===== src/rtl/geq_mul.sv =====
// Shared signed 32x32 multiplier with a registered 64-bit product.
`timescale 1ns / 1ps
module geq_mul (
    input  logic               i_clk,
    input  logic signed [31:0] i_a,
    input  logic signed [31:0] i_b,
    output logic signed [63:0] o_p
);

    logic signed [63:0] r_p;

    always_ff @(posedge i_clk) begin
        r_p <= 64'(i_a) * 64'(i_b);
    end

    assign o_p = r_p;

endmodule


===== config.mk =====
export PLATFORM = sky130hd
export DESIGN_NAME = geq_mul
export DESIGN_NICKNAME = d
export VERILOG_FILES = /design/src/rtl/geq_mul.sv
export SDC_FILE = /design/constraint.sdc
export NUM_CORES = 2
export LEC_CHECK = 0
export ABC_AREA = 1
export BUFFER_PORTS_ARGS = -buffer_cell sky130_fd_sc_hd__buf_2
export CAP_MARGIN = 40
export CORE_MARGIN = 5
export CORE_UTILIZATION = 55
export CTS_BUF_LIST = sky130_fd_sc_hd__clkbuf_8
export CTS_CLUSTER_DIAMETER = 150
export DETAILED_ROUTE_END_ITERATION = 7
export GPL_TIMING_DRIVEN = 1
export PLACE_DENSITY = 0.8
export SYNTH_ARGS = -nofsm -noshare
export SYNTH_HDL_FRONTEND = slang
export SYNTH_SLANG_ARGS = --single-unit
export TNS_END_PERCENT = 5

===== constraint.sdc =====
create_clock -name i_clk -period 18.1 [get_ports i_clk]
set_clock_uncertainty 0.05 [all_clocks]
set_input_delay 0.905 -clock i_clk [delete_from_list [all_inputs] [get_ports i_clk]]
set_output_delay 0.905 -clock i_clk [all_outputs]
set_load 0.05 [all_outputs]

Word-level counts from Yosys, hierarchy flattened --
Cells that the tools add are included.
Operators by class: $mul 1
Operators by type and width (count):
- multiplier 32 x 32 -> 64 bit | 1
Word-level totals: output and inout bits 64, bits in registers 64, bits of input ports 65

Logic depth before layout (Yosys ltp) --
word-level depth 1, gate-level depth with buffers 31, gate-level depth less buffers 30

Least setup slack after synthesis --
OpenSTA, ideal clock, no wires.
path type in2reg, start input port i_a[31], end register r_p[59], in the netlist o_p[59], slack 10501 ps, buffers on the path 1, library setup time 113 ps, stages 27, data arrival time 7437 ps, cells stage by stage clkbuf_1 > nand2_1 > inv_1 > fa_1 > inv_1 > fa_1 > inv_1 > fa_1 > fa_1 > inv_1 > fa_1 > inv_1 > fa_1 > inv_1 > fa_1 > fa_1 > inv_1 > ha_1 > nand2_2 > nor2_1 > inv_1 > nor2_1 > nand2_1 > nor3_1 > nand2_1 > nand4_1 > nand2_1
Between the ends: cells in the longest elaborated chain, start to end 1
RTL lines:
- start, declared | RTL line 5 | input logic signed [31:0] i_a,
- multiplier 32 x 32 -> 64 bit | RTL line 13 | r_p <= 64'(i_a) * 64'(i_b);
- end signal, assigned | RTL line 13
- end, declared | RTL line 10 | logic signed [63:0] r_p;
Every way passes these cells.

Final worst setup path --
start input port i_a[31], end register r_p[58], in the netlist o_p[58]
The elaborated chain is that of the path after synthesis.

==> results.sh <==
export IMPL_cts_tree="yes"
export IMPL_fp_dieH_um=280.4
export IMPL_synth_top_cell_by_area="fa_1"
export IMPL_drtIter0Drc=2877
export IMPL_start_kind="input port"
export IMPL_ios=129
export IMPL_gp_congestion=1.007
export IMPL_num_rows=99
export IMPL_fin_crit_ps=8522
export IMPL_grt_usage=0.2818
export IMPL_end_kind="flip-flop"
export IMPL_critPathKind="input port to flip-flop"
export IMPL_place_area_sq_um=41360
export IMPL_cts_clk_slew_worst_paths_ps=90
export IMPL_area_growth_pct=3.448
export IMPL_grt_max_degree=33
export IMPL_first_global_vias=33960
export IMPL_yosys_top_cells_area="fa_1 54%, inv_1 16%, nand2_1 14%"
export IMPL_fmax_ghz=0.1173
export IMPL_post_cts_buffers=0
export IMPL_drc=0
export IMPL_clkSinkCount=64
export IMPL_cts_resized=0
export IMPL_path_max_fanout=32
export IMPL_synth_distinct_cells=27
export IMPL_syn_num_nets=6455
export IMPL_initial_core_util=0.5529
export IMPL_cp_required_ps=18380
export IMPL_core_area_sq_um=72710
export IMPL_ys_seq_elements=64
export IMPL_seq_area_sq_um=1281
export IMPL_hold_viol=0
export IMPL_slew_viol_final=0
export IMPL_grt_setup_unrepaired="no"
export IMPL_hold_depth=4
export IMPL_synth_edff_count=0
export IMPL_clk_path_buf_depth=2
export IMPL_gr_total_overflow=0
export IMPL_netlist_instances=5124
export IMPL_fin_area_sq_um=41590
export IMPL_vias_per_cell=5.174
export IMPL_final_layout_size_suffix_gt1_frac=0.04527
export IMPL_avgSynthCellArea_sq_um=7.846
export IMPL_crit_buf_inv=7
export IMPL_largest_reg_flops=64
export IMPL_fillers=6361
export IMPL_stdcell_count=6044
export IMPL_drt_pre_antenna_iters=8
export IMPL_antenna_found_initial=5
export IMPL_cts_hold_buf=0
export IMPL_path_depth=26
export IMPL_crit_path_frequent_cell="fa_1"
export IMPL_status="finished, final reports clean"
export IMPL_fin_setup_tns_ps=0
export IMPL_yosys_warnings=0
export IMPL_cts_root_buf="clkbuf_8"
export IMPL_hold_slack_ps=1007
export IMPL_ant_nets=0
export IMPL_synthArstFlopShare=0
export IMPL_synth_seq_area_share=0.03187
export IMPL_netlist_area_leader_share=0.5388
export IMPL_wl_per_cell_um=17.60
export IMPL_crit_slowest_cell="fa_1"
export IMPL_die_w_um=280.4
export IMPL_portBuffers=128
export IMPL_slowest_delay_ps=1010
export IMPL_hp_class="input port to flip-flop"
export IMPL_synth_area_sq_um=40200
export IMPL_via_count=31270
export IMPL_yosys_most_used_dff="dfxtp_1"
export IMPL_fin_crit_sh=0.4708
export IMPL_die_area_sq_um=78610
export IMPL_htree_levels=3
export IMPL_grt_pass1_wl_um=176200
export IMPL_dp_final_hpwl_um=90880
export IMPL_cts_inserted_buffers=9
export IMPL_path_delay_family="adder cells"
export IMPL_worst_pin_slew_ps=931.3
export IMPL_max_cap_viol_count=0
export IMPL_placed_cells=6024
export IMPL_setup_viol=0
export IMPL_worstPathArrival_ps=8800
export IMPL_multi_input_area_sq_um=31820
export IMPL_wl_um=106400
export IMPL_final_nets=6407
export IMPL_slew_headroom=0.3791
cell type report:
class / instances / share of cell area
inverters: 1700 / 0.1534
multi-input cells: 3168 / 0.7651
clock buffers: 9 / 0.002978
repair buffers: 133 / 0.01631
flip-flops and latches: 64 / 0.03081
well taps: 959 / 0.02885
clock inverters: 7 / 0.002286
diodes: 4 / 0.0002407
cell families after synthesis:
logic type	count (synthesis)	share of synthesized area
adders and majority gates	1266	0.5960
DFF	64	0.03187
AOI/OAI and AO/OA	95	0.01260
xor gates and xnor gates	34	0.007407
and+or+nand+nor	1773	0.1755
buffers and inverters	1892	0.1766
metrics by stage:
stage / utilization / setup WS (ps)
after floorplan: - / 10500
after detailed placement: 0.5689 / 9243
after global routing: 0.5720 / 9108
final: 0.5720 / 9578
after CTS: 0.5719 / 9633
after global placement: 0.5689 / 9424
worst paths after layout:
| path | from | endpoint | slack, ps |
|---|---|---|---|
| max | i_a[31] | o_p[58] | 9580 |
| min | i_a[0] | o_p[0] | 1010 |
cell usage after synthesis, types with 4 or more instances:
master,instances
nor3_1,11
nand2_2,21
a21oi_1,62
fa_1,1082
clkbuf_1,192
dfxtp_1,64
o21ai_1,4
nor2_1,93
nor2_2,31
nand3_2,6
inv_2,8
o21ai_0,17
nand4_1,13
nand3b_1,6
nand3_1,73
or2_2,7
o21bai_1,8
xor2_1,31
nor3_2,5
inv_1,1692
nand2_1,1504
ha_1,184
per-layer routing:
layer	wire length, um	track usage	up-vias
met5	0	0	-
li1	-	-	13820
met2	52090	0.4730	1500
met3	9709	0.04160	232
met1	41290	0.3861	15710
met4	3270	0.08299	0
cell usage in the layout, fill, tap and decap left out, drive strengths merged, types with 2 or more instances in the layout:
master / netlist / final
xnor2: 3 / 3
clkinvlp: 0 / 3
nand3b: 6 / 6
dfxtp: 64 / 64
fa: 1082 / 1082
inv: 1700 / 1702
diode: 0 / 4
o21bai: 8 / 8
bufinv: 0 / 2
xor2: 31 / 31
clkbuf: 192 / 9
buf: 0 / 133
nor3: 16 / 16
nor2: 127 / 127
nand3: 79 / 79
a21o: 2 / 2
ha: 184 / 184
o21ai: 21 / 21
or2: 7 / 7
a21oi: 63 / 63
nand2: 1525 / 1525
nand4: 13 / 13
Power is left out: the tool's default activity adds up to more than one toggle a clock period on the data nets, which glitch-free logic cannot reach.
